[config.mk]
export PLATFORM = sky130hd
export DESIGN_NAME = dominant_axis_motion_clamper
export DESIGN_NICKNAME = d
export VERILOG_FILES = /design/src/hdl/dmac_pkg.sv /design/src/hdl/dmac_div.sv /design/src/hdl/dominant_axis_motion_clamper.sv
export SDC_FILE = /design/constraint.sdc
export NUM_CORES = 2
export LEC_CHECK = 0
export BUFFER_PORTS_ARGS = -buffer_cell sky130_fd_sc_hd__buf_2
export CORE_MARGIN = 2
export CORE_UTILIZATION = 57
export DETAILED_ROUTE_END_ITERATION = 12
export GPL_ROUTABILITY_DRIVEN = 0
export PLACE_DENSITY = 0.76
export SETUP_SLACK_MARGIN = 0.1
export SYNTH_ARGS = -nofsm -noshare
export SYNTH_HDL_FRONTEND = slang
export SYNTH_SLANG_ARGS = --single-unit
export TNS_END_PERCENT = 50
[constraint.sdc]
create_clock -name aclk -period 5.5 [get_ports aclk]
set_clock_uncertainty 0.1 [all_clocks]
set_input_delay 0.275 -clock aclk [delete_from_list [all_inputs] [get_ports aclk]]
set_output_delay 0.275 -clock aclk [all_outputs]
set_load 0.02 [all_outputs]
[src/hdl/dmac_pkg.sv]
`default_nettype none

package dmac_pkg;

    localparam int MAX_WINDOW = 32;
    localparam int SLOT_W     = $clog2(MAX_WINDOW);
    localparam int CNT_W      = $clog2(MAX_WINDOW + 1);
    localparam int WIN_W      = 6;
    localparam int PCT_W      = 7;
    localparam int TMO_W      = 16;
    localparam int VAL_W      = 16;
    localparam int MAG_W      = 17;
    localparam int SUM_W      = 22;
    localparam int CFG_AW     = 2;
    localparam int CFG_DW     = 16;

    localparam int DIV_NW     = SUM_W + PCT_W;
    localparam int DIV_DW     = SUM_W + 1;
    localparam int DIV_CW     = $clog2(DIV_NW);

    typedef enum logic [1:0] {
        OP_X     = 2'd0,
        OP_Y     = 2'd1,
        OP_OTHER = 2'd2,
        OP_TICK  = 2'd3
    } op_t;

    localparam logic [1:0] LOCK_NONE = 2'd0;
    localparam logic [1:0] LOCK_X    = 2'd1;
    localparam logic [1:0] LOCK_Y    = 2'd2;

    localparam logic [CFG_AW-1:0] CFG_WINDOW     = 2'd0;
    localparam logic [CFG_AW-1:0] CFG_THRESHOLD  = 2'd1;
    localparam logic [CFG_AW-1:0] CFG_HYSTERESIS = 2'd2;
    localparam logic [CFG_AW-1:0] CFG_TIMEOUT    = 2'd3;

    localparam logic [WIN_W-1:0] WINDOW_RST     = 6'd24;
    localparam logic [PCT_W-1:0] THRESHOLD_RST  = 7'd35;
    localparam logic [PCT_W-1:0] HYSTERESIS_RST = 7'd5;
    localparam logic [TMO_W-1:0] TIMEOUT_RST    = 16'd100;

    function automatic logic [CNT_W-1:0] used_window(input logic [WIN_W-1:0] wl);
        logic [CNT_W-1:0] w;
        if (wl < WIN_W'(2)) begin
            w = CNT_W'(2);
        end else if (wl > WIN_W'(MAX_WINDOW)) begin
            w = CNT_W'(MAX_WINDOW);
        end else begin
            w = CNT_W'(wl);
        end
        return w;
    endfunction

    function automatic logic [MAG_W-1:0] abs_mag(input logic signed [VAL_W-1:0] v);
        logic [MAG_W-1:0] e;
        e = {v[VAL_W-1], v};
        return v[VAL_W-1] ? (MAG_W'(0) - e) : e;
    endfunction

endpackage

`default_nettype wire

[src/hdl/dmac_div.sv]
`default_nettype none

module dmac_div
    import dmac_pkg::*;
(
    input  wire logic              aclk,
    input  wire logic              aresetn,
    input  wire logic              start,
    input  wire logic [DIV_NW-1:0] dividend,
    input  wire logic [DIV_DW-1:0] divisor,
    output logic                   done,
    output logic      [DIV_NW-1:0] quotient
);

    logic              busy_reg;
    logic              done_reg;
    logic [DIV_CW-1:0] count_reg;
    logic [DIV_NW-1:0] quo_reg;
    logic [DIV_DW-1:0] rem_reg;
    logic [DIV_DW-1:0] dsr_reg;

    logic [DIV_DW:0]   trial;
    logic [DIV_DW:0]   diff;
    logic              fits;
    logic [DIV_DW-1:0] rem_next;

    assign trial    = {rem_reg, quo_reg[DIV_NW-1]};
    assign diff     = trial - {1'b0, dsr_reg};
    assign fits     = trial >= {1'b0, dsr_reg};
    assign rem_next = fits ? diff[DIV_DW-1:0] : trial[DIV_DW-1:0];

    always_ff @(posedge aclk) begin
        if (!aresetn) begin
            busy_reg  <= 1'b0;
            done_reg  <= 1'b0;
            count_reg <= '0;
        end else begin
            done_reg <= 1'b0;
            if (start) begin
                busy_reg  <= 1'b1;
                count_reg <= DIV_CW'(DIV_NW - 1);
            end else if (busy_reg) begin
                count_reg <= count_reg - DIV_CW'(1);
                if (count_reg == '0) begin
                    busy_reg <= 1'b0;
                    done_reg <= 1'b1;
                end
            end
        end
    end

    // shift one quotient bit per cycle
    always_ff @(posedge aclk) begin
        if (start) begin
            quo_reg <= dividend;
            rem_reg <= '0;
            dsr_reg <= divisor;
        end else if (busy_reg) begin
            quo_reg <= {quo_reg[DIV_NW-2:0], fits};
            rem_reg <= rem_next;
        end
    end

    assign done     = done_reg;
    assign quotient = quo_reg;

endmodule

`default_nettype wire

[src/hdl/dominant_axis_motion_clamper.sv]
`default_nettype none

// Channel   Handshake          Beat payload
// s_        s_valid/s_ready    s_opcode, s_motion_value, s_sync_in
// m_        m_valid/m_ready    m_event_kind, m_value_out, m_sync_out, m_lock_state
// cfg_      cfg_wr_en          cfg_addr, cfg_wr_data
//
// One beat at a time. A tick is handled when accepted and gives no output beat;
// an other event goes straight to the result step. A motion beat walks both
// rings over W entries (W = used window), then the bit-serial dividers: none if
// a ring holds under W/2 entries, one if both averages are zero, else two passes.
// Reset is synchronous; history valid bits clear at once. A held result stalls
// only the last step; the next beat is taken once the current one is finished.

module dominant_axis_motion_clamper
    import dmac_pkg::*;
(
    input  wire logic                    aclk,
    input  wire logic                    aresetn,

    input  wire logic                    s_valid,
    output logic                         s_ready,
    input  wire logic [1:0]              s_opcode,
    input  wire logic signed [VAL_W-1:0] s_motion_value,
    input  wire logic                    s_sync_in,

    output logic                         m_valid,
    input  wire logic                    m_ready,
    output logic [1:0]                   m_event_kind,
    output logic signed [VAL_W-1:0]      m_value_out,
    output logic                         m_sync_out,
    output logic [1:0]                   m_lock_state,

    input  wire logic                    cfg_wr_en,
    input  wire logic [CFG_AW-1:0]       cfg_addr,
    input  wire logic [CFG_DW-1:0]       cfg_wr_data
);

    typedef enum logic [2:0] {
        ST_IDLE,
        ST_SUM,
        ST_SUM_LAST,
        ST_CHECK,
        ST_DIV1,
        ST_DIV2,
        ST_DONE
    } state_t;

    state_t              state_reg;

    logic [WIN_W-1:0]    window_reg;
    logic [PCT_W-1:0]    thr_reg;
    logic [PCT_W-1:0]    hyst_reg;
    logic [TMO_W-1:0]    timeout_reg;

    logic [MAG_W-1:0]    x_ring [MAX_WINDOW];
    logic [MAG_W-1:0]    y_ring [MAX_WINDOW];
    logic [MAX_WINDOW-1:0] x_vld_reg;
    logic [MAX_WINDOW-1:0] y_vld_reg;
    logic [MAG_W-1:0]    x_rd_reg;
    logic [MAG_W-1:0]    y_rd_reg;
    logic                x_rd_ok_reg;
    logic                y_rd_ok_reg;
    logic                rd_live_reg;

    logic [SLOT_W-1:0]   x_slot_reg;
    logic [SLOT_W-1:0]   y_slot_reg;
    logic [CNT_W-1:0]    x_fill_reg;
    logic [CNT_W-1:0]    y_fill_reg;
    logic                lock_x_reg;
    logic                lock_y_reg;
    logic [TMO_W-1:0]    idle_reg;
    logic [CNT_W-1:0]    idx_reg;
    logic [SUM_W-1:0]    x_sum_reg;
    logic [SUM_W-1:0]    y_sum_reg;

    op_t                 op_reg;
    logic signed [VAL_W-1:0] value_reg;
    logic                sync_reg;
    logic                suppress_reg;

    logic                m_valid_reg;
    logic [1:0]          m_kind_reg;
    logic signed [VAL_W-1:0] m_value_reg;
    logic                m_sync_reg;
    logic [1:0]          m_lock_reg;

    logic [CNT_W-1:0]    w;
    logic [CNT_W-1:0]    half;
    logic                accept;
    op_t                 s_op;
    logic [MAG_W-1:0]    mag;
    logic [SLOT_W-1:0]   x_slot_eff;
    logic [SLOT_W-1:0]   y_slot_eff;
    logic [CNT_W-1:0]    x_slot_inc;
    logic [CNT_W-1:0]    y_slot_inc;
    logic [SLOT_W-1:0]   x_slot_next;
    logic [SLOT_W-1:0]   y_slot_next;
    logic [CNT_W-1:0]    x_fill_inc;
    logic [CNT_W-1:0]    y_fill_inc;
    logic [CNT_W-1:0]    x_fill_next;
    logic [CNT_W-1:0]    y_fill_next;
    logic [TMO_W-1:0]    idle_next;
    logic [MAG_W-1:0]    x_entry;
    logic [MAG_W-1:0]    y_entry;
    logic                fills_ok;

    logic                div_start;
    logic [DIV_NW-1:0]   dx_dividend;
    logic [DIV_NW-1:0]   dy_dividend;
    logic [DIV_DW-1:0]   dx_divisor;
    logic [DIV_DW-1:0]   dy_divisor;
    logic                dx_done;
    logic                dy_done;
    logic [DIV_NW-1:0]   qx;
    logic [DIV_NW-1:0]   qy;
    logic [SUM_W-1:0]    xa;
    logic [SUM_W-1:0]    ya;
    logic [DIV_DW-1:0]   total;
    logic [DIV_NW-1:0]   x_scaled;
    logic [DIV_NW-1:0]   y_scaled;
    logic [PCT_W-1:0]    xp;
    logic [PCT_W-1:0]    yp;
    logic                hyst_over;
    logic [PCT_W-1:0]    rel_level;
    logic                lock_x_next;
    logic                lock_y_next;

    assign s_op    = op_t'(s_opcode);
    assign s_ready = (state_reg == ST_IDLE);
    assign accept  = s_valid && s_ready;

    assign w    = used_window(window_reg);
    assign half = w >> 1;
    assign mag  = abs_mag(s_motion_value);

    assign x_slot_eff  = ({1'b0, x_slot_reg} >= w) ? '0 : x_slot_reg;
    assign y_slot_eff  = ({1'b0, y_slot_reg} >= w) ? '0 : y_slot_reg;
    assign x_slot_inc  = {1'b0, x_slot_eff} + CNT_W'(1);
    assign y_slot_inc  = {1'b0, y_slot_eff} + CNT_W'(1);
    assign x_slot_next = (x_slot_inc == w) ? '0 : x_slot_inc[SLOT_W-1:0];
    assign y_slot_next = (y_slot_inc == w) ? '0 : y_slot_inc[SLOT_W-1:0];
    assign x_fill_inc  = x_fill_reg + CNT_W'(1);
    assign y_fill_inc  = y_fill_reg + CNT_W'(1);
    assign x_fill_next = (x_fill_inc > w) ? w : x_fill_inc;
    assign y_fill_next = (y_fill_inc > w) ? w : y_fill_inc;
    assign idle_next   = (idle_reg == '1) ? idle_reg : idle_reg + TMO_W'(1);

    assign x_entry  = x_rd_ok_reg ? x_rd_reg : '0;
    assign y_entry  = y_rd_ok_reg ? y_rd_reg : '0;
    assign fills_ok = (x_fill_reg >= half) && (y_fill_reg >= half);

    assign xa       = qx[SUM_W-1:0];
    assign ya       = qy[SUM_W-1:0];
    assign total    = {1'b0, xa} + {1'b0, ya};
    assign x_scaled = DIV_NW'({xa, 6'b0}) + DIV_NW'({xa, 5'b0}) + DIV_NW'({xa, 2'b0});
    assign y_scaled = DIV_NW'({ya, 6'b0}) + DIV_NW'({ya, 5'b0}) + DIV_NW'({ya, 2'b0});
    assign xp       = qx[PCT_W-1:0];
    assign yp       = qy[PCT_W-1:0];

    assign div_start = ((state_reg == ST_CHECK) && fills_ok)
                    || ((state_reg == ST_DIV1) && dx_done && (total != '0));
    assign dx_dividend = (state_reg == ST_CHECK) ? DIV_NW'(x_sum_reg) : x_scaled;
    assign dy_dividend = (state_reg == ST_CHECK) ? DIV_NW'(y_sum_reg) : y_scaled;
    assign dx_divisor  = (state_reg == ST_CHECK) ? DIV_DW'(x_fill_reg) : total;
    assign dy_divisor  = (state_reg == ST_CHECK) ? DIV_DW'(y_fill_reg) : total;

    dmac_div u_div_x (
        .aclk     (aclk),
        .aresetn  (aresetn),
        .start    (div_start),
        .dividend (dx_dividend),
        .divisor  (dx_divisor),
        .done     (dx_done),
        .quotient (qx)
    );

    dmac_div u_div_y (
        .aclk     (aclk),
        .aresetn  (aresetn),
        .start    (div_start),
        .dividend (dy_dividend),
        .divisor  (dy_divisor),
        .done     (dy_done),
        .quotient (qy)
    );

    assign hyst_over = hyst_reg > thr_reg;
    assign rel_level = thr_reg - hyst_reg;

    always_comb begin
        lock_x_next = lock_x_reg;
        lock_y_next = lock_y_reg;
        if (!lock_x_reg && !lock_y_reg) begin
            if (xp >= thr_reg) begin
                lock_x_next = 1'b1;
            end else if (yp >= thr_reg) begin
                lock_y_next = 1'b1;
            end
        end else if (lock_x_reg) begin
            if (hyst_over || (xp < rel_level)) begin
                lock_x_next = 1'b0;
            end
        end else begin
            if (hyst_over || (yp < rel_level)) begin
                lock_y_next = 1'b0;
            end
        end
    end

    // history rings: one write at the slot, one registered read at the walk index
    always_ff @(posedge aclk) begin
        if (accept && (s_op == OP_X)) begin
            x_ring[x_slot_eff] <= mag;
        end
        if (accept && (s_op == OP_Y)) begin
            y_ring[y_slot_eff] <= mag;
        end
        x_rd_reg    <= x_ring[idx_reg[SLOT_W-1:0]];
        y_rd_reg    <= y_ring[idx_reg[SLOT_W-1:0]];
        x_rd_ok_reg <= x_vld_reg[idx_reg[SLOT_W-1:0]];
        y_rd_ok_reg <= y_vld_reg[idx_reg[SLOT_W-1:0]];
    end

    always_ff @(posedge aclk) begin
        if (!aresetn) begin
            window_reg  <= WINDOW_RST;
            thr_reg     <= THRESHOLD_RST;
            hyst_reg    <= HYSTERESIS_RST;
            timeout_reg <= TIMEOUT_RST;
        end else if (cfg_wr_en) begin
            unique case (cfg_addr)
                CFG_WINDOW:     window_reg  <= cfg_wr_data[WIN_W-1:0];
                CFG_THRESHOLD:  thr_reg     <= cfg_wr_data[PCT_W-1:0];
                CFG_HYSTERESIS: hyst_reg    <= cfg_wr_data[PCT_W-1:0];
                CFG_TIMEOUT:    timeout_reg <= cfg_wr_data[TMO_W-1:0];
                default:        window_reg  <= window_reg;
            endcase
        end
    end

    always_ff @(posedge aclk) begin
        if (!aresetn) begin
            state_reg    <= ST_IDLE;
            x_vld_reg    <= '0;
            y_vld_reg    <= '0;
            x_slot_reg   <= '0;
            y_slot_reg   <= '0;
            x_fill_reg   <= '0;
            y_fill_reg   <= '0;
            lock_x_reg   <= 1'b0;
            lock_y_reg   <= 1'b0;
            idle_reg     <= '0;
            idx_reg      <= '0;
            rd_live_reg  <= 1'b0;
            m_valid_reg  <= 1'b0;
            suppress_reg <= 1'b0;
        end else begin
            rd_live_reg <= (state_reg == ST_SUM);
            if (m_valid_reg && m_ready && (state_reg != ST_DONE)) begin
                m_valid_reg <= 1'b0;
            end
            unique case (state_reg)
                ST_IDLE: begin
                    if (accept) begin
                        op_reg       <= s_op;
                        value_reg    <= s_motion_value;
                        sync_reg     <= s_sync_in;
                        suppress_reg <= 1'b0;
                        idx_reg      <= '0;
                        x_sum_reg    <= '0;
                        y_sum_reg    <= '0;
                        if (s_op == OP_TICK) begin
                            idle_reg <= idle_next;
                            if (idle_next >= timeout_reg) begin
                                x_vld_reg  <= '0;
                                y_vld_reg  <= '0;
                                x_slot_reg <= '0;
                                y_slot_reg <= '0;
                                x_fill_reg <= '0;
                                y_fill_reg <= '0;
                                lock_x_reg <= 1'b0;
                                lock_y_reg <= 1'b0;
                            end
                        end else begin
                            idle_reg <= '0;
                            if (s_op == OP_X) begin
                                x_vld_reg[x_slot_eff] <= 1'b1;
                                x_slot_reg <= x_slot_next;
                                x_fill_reg <= x_fill_next;
                                state_reg  <= ST_SUM;
                            end else if (s_op == OP_Y) begin
                                y_vld_reg[y_slot_eff] <= 1'b1;
                                y_slot_reg <= y_slot_next;
                                y_fill_reg <= y_fill_next;
                                state_reg  <= ST_SUM;
                            end else begin
                                state_reg <= ST_DONE;
                            end
                        end
                    end
                end
                ST_SUM: begin
                    if (rd_live_reg) begin
                        x_sum_reg <= x_sum_reg + SUM_W'(x_entry);
                        y_sum_reg <= y_sum_reg + SUM_W'(y_entry);
                    end
                    idx_reg <= idx_reg + CNT_W'(1);
                    if (idx_reg == w - CNT_W'(1)) begin
                        state_reg <= ST_SUM_LAST;
                    end
                end
                ST_SUM_LAST: begin
                    x_sum_reg <= x_sum_reg + SUM_W'(x_entry);
                    y_sum_reg <= y_sum_reg + SUM_W'(y_entry);
                    state_reg <= ST_CHECK;
                end
                ST_CHECK: begin
                    state_reg <= fills_ok ? ST_DIV1 : ST_DONE;
                end
                ST_DIV1: begin
                    if (dx_done && dy_done) begin
                        state_reg <= (total != '0) ? ST_DIV2 : ST_DONE;
                    end
                end
                ST_DIV2: begin
                    if (dx_done && dy_done) begin
                        lock_x_reg   <= lock_x_next;
                        lock_y_reg   <= lock_y_next;
                        suppress_reg <= (lock_x_next && (op_reg == OP_Y))
                                     || (lock_y_next && (op_reg == OP_X));
                        state_reg    <= ST_DONE;
                    end
                end
                ST_DONE: begin
                    if (!m_valid_reg || m_ready) begin
                        m_valid_reg <= 1'b1;
                        m_kind_reg  <= op_reg;
                        m_value_reg <= suppress_reg ? '0 : value_reg;
                        m_sync_reg  <= suppress_reg ? 1'b0 : sync_reg;
                        m_lock_reg  <= lock_x_reg ? LOCK_X : (lock_y_reg ? LOCK_Y : LOCK_NONE);
                        state_reg   <= ST_IDLE;
                    end
                end
                default: begin
                    state_reg <= ST_IDLE;
                end
            endcase
        end
    end

    assign m_valid      = m_valid_reg;
    assign m_event_kind = m_kind_reg;
    assign m_value_out  = m_value_reg;
    assign m_sync_out   = m_sync_reg;
    assign m_lock_state = m_lock_reg;

endmodule

`default_nettype wire

# == Yosys cells after proc, flatten, opt, wreduce, memory -nomap -nowiden ==
# Memories as Yosys holds them, arrays and structs flattened. A register that Yosys moved wholly into a read port is not among the register bits.
# Index checks and enable logic that the tools add are counted.
# word_totals
ramBits,1088
elab_cells,280
n_memories,2
regBits,385
# memory_table
memory,depth,word_bits,rd,rd_ports_with_merged_regs,write_ports,line_no,text
x_ring,32,17,1,1,1,dominant_axis_motion_clamper.sv:56,logic [MAG_W-1:0] x_ring [MAX_WINDOW];
y_ring,32,17,1,1,1,dominant_axis_motion_clamper.sv:57,logic [MAG_W-1:0] y_ring [MAX_WINDOW];
# op_classes
n_reduce_logical,54
bitwise,5
eq_ne,28
muxes,106
addsub,20
magnitude_cmp,21
# op_table
operator,count
$mux 32,6
$mux 29,6
$pmux 22 s3,2
$mux 6,13
$mux 5,14
$mux 22,3
$or 32x32->32,2
$add 28x27->29,2
$add 29x24->29,2
$mux 17,3
$ge 24x23->1,2
$mux 23,2
$sub 23x23->23,2
$add 22x17->22,2
$mux 1,35
$mux 16,2
$mux 3,8
$add 22x22->23,1
$reduce_bool 23->1,1
$pmux 3 s7,1
$add 6x1->6 const B,3
$eq 6x6->1,3
$lt 5x6->1 const B,3
$sub 1x16->17 const A,1
45 further kinds,115

# == Logic depth before layout (Yosys ltp) ==
# depth
ltp_word,13
mapped_depth,22

# == Modules after synthesis ==
# A second synthesis with hierarchy kept.
# unflattened
cells_unflattened,4763
hier_area_um2,70292.4
# by_module_without_submodules
mod,area_each_um2,cells_each,instances,seq_area_each_um2
dominant_axis_motion_clamper,61286.3,3899,1,38957.4
dmac_div,4503.1,432,2,2162.1

# == Worst setup path after synthesis ==
# No wires, ideal clock.
# synth_path
path_kind,input port to flip-flop
startpoint,in s_motion_value[5]
endpoint,"mem x_ring[0][15], data pin"
stages,3
t_arrival_ns,4.420
t_required_ns,4.530
n_path_buf,0
path_slack_ns,0.110
setup_ns,0.870
path_cell_list,nor4_1 > nand3_1 > nor4bb_1
# synth_via
elab_chain_cells,2
# synth_lines
element,line_no,text
start: declaration,dominant_axis_motion_clamper.sv:24,"input wire logic signed [VAL_W-1:0] s_motion_value,"
$sub 1x16->17,dmac_pkg.sv:57,return v[VAL_W-1] ? (MAG_W'(0) - e) : e;
$mux 17,dmac_pkg.sv:57,
named net mag[15],dominant_axis_motion_clamper.sv:92,logic [MAG_W-1:0] mag;
end: declaration,dominant_axis_motion_clamper.sv:56,
# The timed path passes the listed nets, and every way through them passes these cells.

# == Worst setup path in the final report ==
# layout_path
startpoint,reg window_reg[5]
endpoint,reg y_slot_reg[2]
# layout_via
elab_chain_cells,11
word_cells_on_any_way,12
classes_between,add/sub (1); order compare (3); eq/ne (1); mux (7)
# layout_lines
element,line_no,text
start: declaration,dominant_axis_motion_clamper.sv:51,logic [WIN_W-1:0] window_reg;
start signal: assignment,dominant_axis_motion_clamper.sv:233,CFG_WINDOW: window_reg <= cfg_wr_data[WIN_W-1:0];
start signal: assignment,dominant_axis_motion_clamper.sv:237,default: window_reg <= window_reg;
$gt 6x6->1,dmac_pkg.sv:46,end else if (wl > WIN_W'(MAX_WINDOW)) begin
$mux 6,dmac_pkg.sv:46,
$mux 6 (*),dmac_pkg.sv:44,if (wl < WIN_W'(2)) begin
$ge 5x6->1,dominant_axis_motion_clamper.sv:138,"assign y_slot_eff = ({1'b0, y_slot_reg} >= w) ? '0 : y_slot_reg;"
$mux 5,dominant_axis_motion_clamper.sv:138,
$add 5x1->6,dominant_axis_motion_clamper.sv:140,"assign y_slot_inc = {1'b0, y_slot_eff} + CNT_W'(1);"
$eq 6x6->1,dominant_axis_motion_clamper.sv:142,assign y_slot_next = (y_slot_inc == w) ? '0 : y_slot_inc[SLOT_W-1:0];
$mux 5 (*),dominant_axis_motion_clamper.sv:142,
$mux 5 (*),dominant_axis_motion_clamper.sv:292,end else if (s_op == OP_Y) begin
$mux 5 (*),dominant_axis_motion_clamper.sv:287,if (s_op == OP_X) begin
$mux 5 (*),dominant_axis_motion_clamper.sv:273,if (s_op == OP_TICK) begin
end signal: assignment,dominant_axis_motion_clamper.sv:294,y_slot_reg <= y_slot_next;
end: declaration,dominant_axis_motion_clamper.sv:67,logic [SLOT_W-1:0] y_slot_reg;
# Mark *: on every way between the ends. The rest lies on a longest branch, timed or not. The select of a mux whose other input is x is not followed.
# A chain may end at the register's enable or synchronous reset.

==> results_dict.tcl <==
set metrics [dict create \
    status "finished, final reports clean" \
    wl_mm 166 \
    num_vias 41900 \
    syn_avg_cell_area_sq_um 14.7 \
    period_needed_ns 4.95 \
    synth_edf_count 1259 \
    dp_hpwl_mm 100 \
    overflow 0 \
    fp.dieH_microns 353 \
    reg_top3 "x_ring: 544 flops, y_ring: 544 flops" \
    drive_gt1_frac 0.185 \
    rsz0062_at_grt "no" \
    htreeDepth 4 \
    drv_slew 0 \
    placementRows 128 \
    critPathArrivalTime_ns 5.53 \
    synth-simple-area-share 0.0737 \
    nNetsFinal 5298 \
    die_w_microns 353 \
    ys_ff_latch 1507 \
    clockBufferDepth 3 \
    end_kind "register" \
    synth_compound_area_frac 0.0728 \
    cts_sinks 1507 \
    leakage_uw 0.0268 \
    r2r-start "window_reg[5]$_SDFFE_PN0P_" \
    synth_area_sq_um 69400 \
    synth_ff_type "edfxtp_1" \
    dr.pass1.iters 5 \
    grt_pass1_vias 41600 \
    min_period_over_period 0.899 \
    first_iter_violations 4531 \
    start_kind "register" \
    post-route-util 0.643 \
    vdd_drop_max_uv 335 \
    setup_viol 0 \
    tightestPinTransition_ns 1.29 \
    yosys_warnings 0 \
    syn_to_final_growth_pct 12.4 \
    core_sq_um 121000 \
    synth_top_area_share 0.545 \
    yosys.area.top_type "edfxtp_1" \
    antenna_found_initial 7 \
    wl_per_cell_microns 24.7 \
    yosysSeqAreaShare 0.616 \
    via_per_inst 6.24 \
    clk_pin_slew_worst_paths_ns 0.06 \
    ys_top_cells_by_area "edfxtp_1 54%, mux4_2 12%, dfxtp_1 7.2%" \
    ant_nets 0 \
    post_cts_buffers 0 \
    slew-limit-headroom 0.130 \
    synthXorXnorAreaFrac 0.0225 \
    synth_top_family_by_area "multiplexers" \
    cts_tree "yes" \
    clock_latency_ns 0.77 \
    maxCapViolations 0 \
    track_usage 0.267 \
    synth.distinct_cells 91 \
    fmax_ghz 0.202 \
    cts_made_buffers 151 \
    hold_path.class "in -> reg" \
    initial_core_util 0.572 \
    crit_start "window_reg[5]$_SDFFE_PN0P_" \
    critPathRequiredTime_ns 6.08 \
    io_pins 65 \
    worstHoldStart "s_sync_in" \
    portBuffers 64 \
    netlist_instances 4707 \
    timing.critical_path.fanout_max 14 \
    final.setup.tns_ns 0 \
    synthMuxAreaShare 0.136 \
    synth-async-reset-ratio 0 \
    dieArea_sq_um 125000 \
    critical_path_class "reg -> reg" \
    power_density_nw_per_um2 341 \
    grt_max_degree 102 \
    cts-root-buf "clkbuf_16" \
    synth_fa_ha_area_frac 0.0585 \
    drcViolationCount 0 \
    hold_viol 0 \
    grt_first_pass_wirelength_mm 253 \
]
==> synth_stat cells, types with 26 or more instances <==
library cell / instances
a211oi_1: 49
nor2b_1: 58
o21a_1: 37
clkbuf_1: 157
xnor2_1: 111
nor2_1: 429
nand2_1: 263
edfxtp_1: 1259
a31oi_1: 53
fa_1: 44
ha_1: 254
nor3_1: 72
nand3_1: 68
xor2_1: 67
buf_1: 40
nand2b_1: 44
mux4_2: 360
dfxtp_1: 248
o211ai_1: 30
o21ai_0: 133
nand4_1: 26
inv_1: 151
mux2_2: 52
a21o_1: 65
a21oi_1: 242
and3_1: 27
mux2i_1: 39
and2_1: 51
==> stage by stage <==
| step | setup WS [ns] | area [sq um] | hold WS, ns | cells | power (uW) |
|---|---|---|---|---|---|
| 2_1_floorplan | 0.110 | 69600 | 0.274 | 4770 | 15500 |
| 3_3_place_gp | 0.501 | 72500 | 0.341 | 6380 | 16300 |
| 3_5_place_dp | 0.421 | 72500 | 0.348 | 6380 | 16400 |
| 4_1_cts | 0.427 | 78000 | 0.0851 | 6708 | 26700 |
| 5_1_grt | 0.117 | 78000 | 0.110 | 6708 | 27400 |
| 6_report | 0.554 | 78000 | 0.135 | 6709 | 26600 |
==> cells in the final DEF, fill, tap and decap left out, drive strengths merged, types with 75 or more instances in the layout <==
| cell | count |
|---|---|
| mux4 | 360 |
| mux2 | 75 |
| edfxtp | 1259 |
| o21ai | 138 |
| nor2 | 429 |
| buf | 195 |
| dfxtp | 248 |
| nand2 | 263 |
| a21oi | 244 |
| xnor2 | 111 |
| inv | 159 |
| clkbuf | 190 |
| ha | 254 |
==> layout make-up <==
| cell class | instances | area, sq um |
|---|---|---|
| clock inverters | 88 | 956 |
| diodes | 1 | 2.50 |
| fillers | 8304 | 43200 |
| repair buffers | 245 | 1920 |
| multi-input cells | 2901 | 25700 |
| inverters | 152 | 571 |
| flip-flops and latches | 1507 | 42800 |
| well taps | 1625 | 2030 |
| clock buffers | 190 | 4030 |
==> worst paths after layout <==
path	endpoint	cells past startpoint	slack [ns]
min	sync_reg$_DFFE_PP_	2	0.13
max	y_slot_reg[2]$_SDFFE_PN0P_	18	0.55
max reg2reg	y_slot_reg[2]$_SDFFE_PN0P_	18	0.55
min reg2reg	timeout_reg[13]$_SDFFE_PN0P_	2	0.35
==> worst max-delay path: stages (launching register included) <==
cell and delay, ns:
dfxtp_1 0.38, inv_1 0.41, nand3_1 0.17, inv_1 0.32, ha_1 0.30, nand2b_1 0.14
a21o_1 0.17, a21o_1 0.19, a41oi_1 0.53, nand2_1 0.23, inv_1 0.14, ha_2 0.38
xnor2_1 0.18, xnor2_1 0.15, a31oi_1 0.17, o21ai_0 0.10, a41oi_1 0.48, a32oi_1 0.17
o21ai_0 0.17
==> routing by layer <==
| layer | vias up | wire length [microns] | GRT usage |
|---|---|---|---|
| met2 | 1903 | 83300 | 0.450 |
| met5 | - | 41 | 0 |
| met1 | 21000 | 64600 | 0.353 |
| li1 | 18600 | - | - |
| met4 | 6 | 5180 | 0.0921 |
| met3 | 340 | 12900 | 0.0456 |
==> timing repair <==
item / in CTS / in global routing
endpoints found under the setup margin: 0 / 2
hold endpoints to repair: 71 / 0
hold buffers: 50 / 0
gates resized for setup: 0 / 1
==> cell families (layout without fill, tap and decap cells) <==
logic type      after synthesis  in the layout
compound gates              778            778
mux                         474            474
fa+ha+maj                   298            298
other cells                   1             65
simple gates               1109           1109
buf+inv                     362            675
xor+xnor                    178            178
flops                      1507           1507
==> where the power goes <==
part           total, uW  leakage, uW  internal, uW  switching, uW
logic               3210       0.0110          1460           1750
clock network      10400      0.00243          5940           4420
registers          13000       0.0133         12800            228
Power figures use the tool's default switching activity.
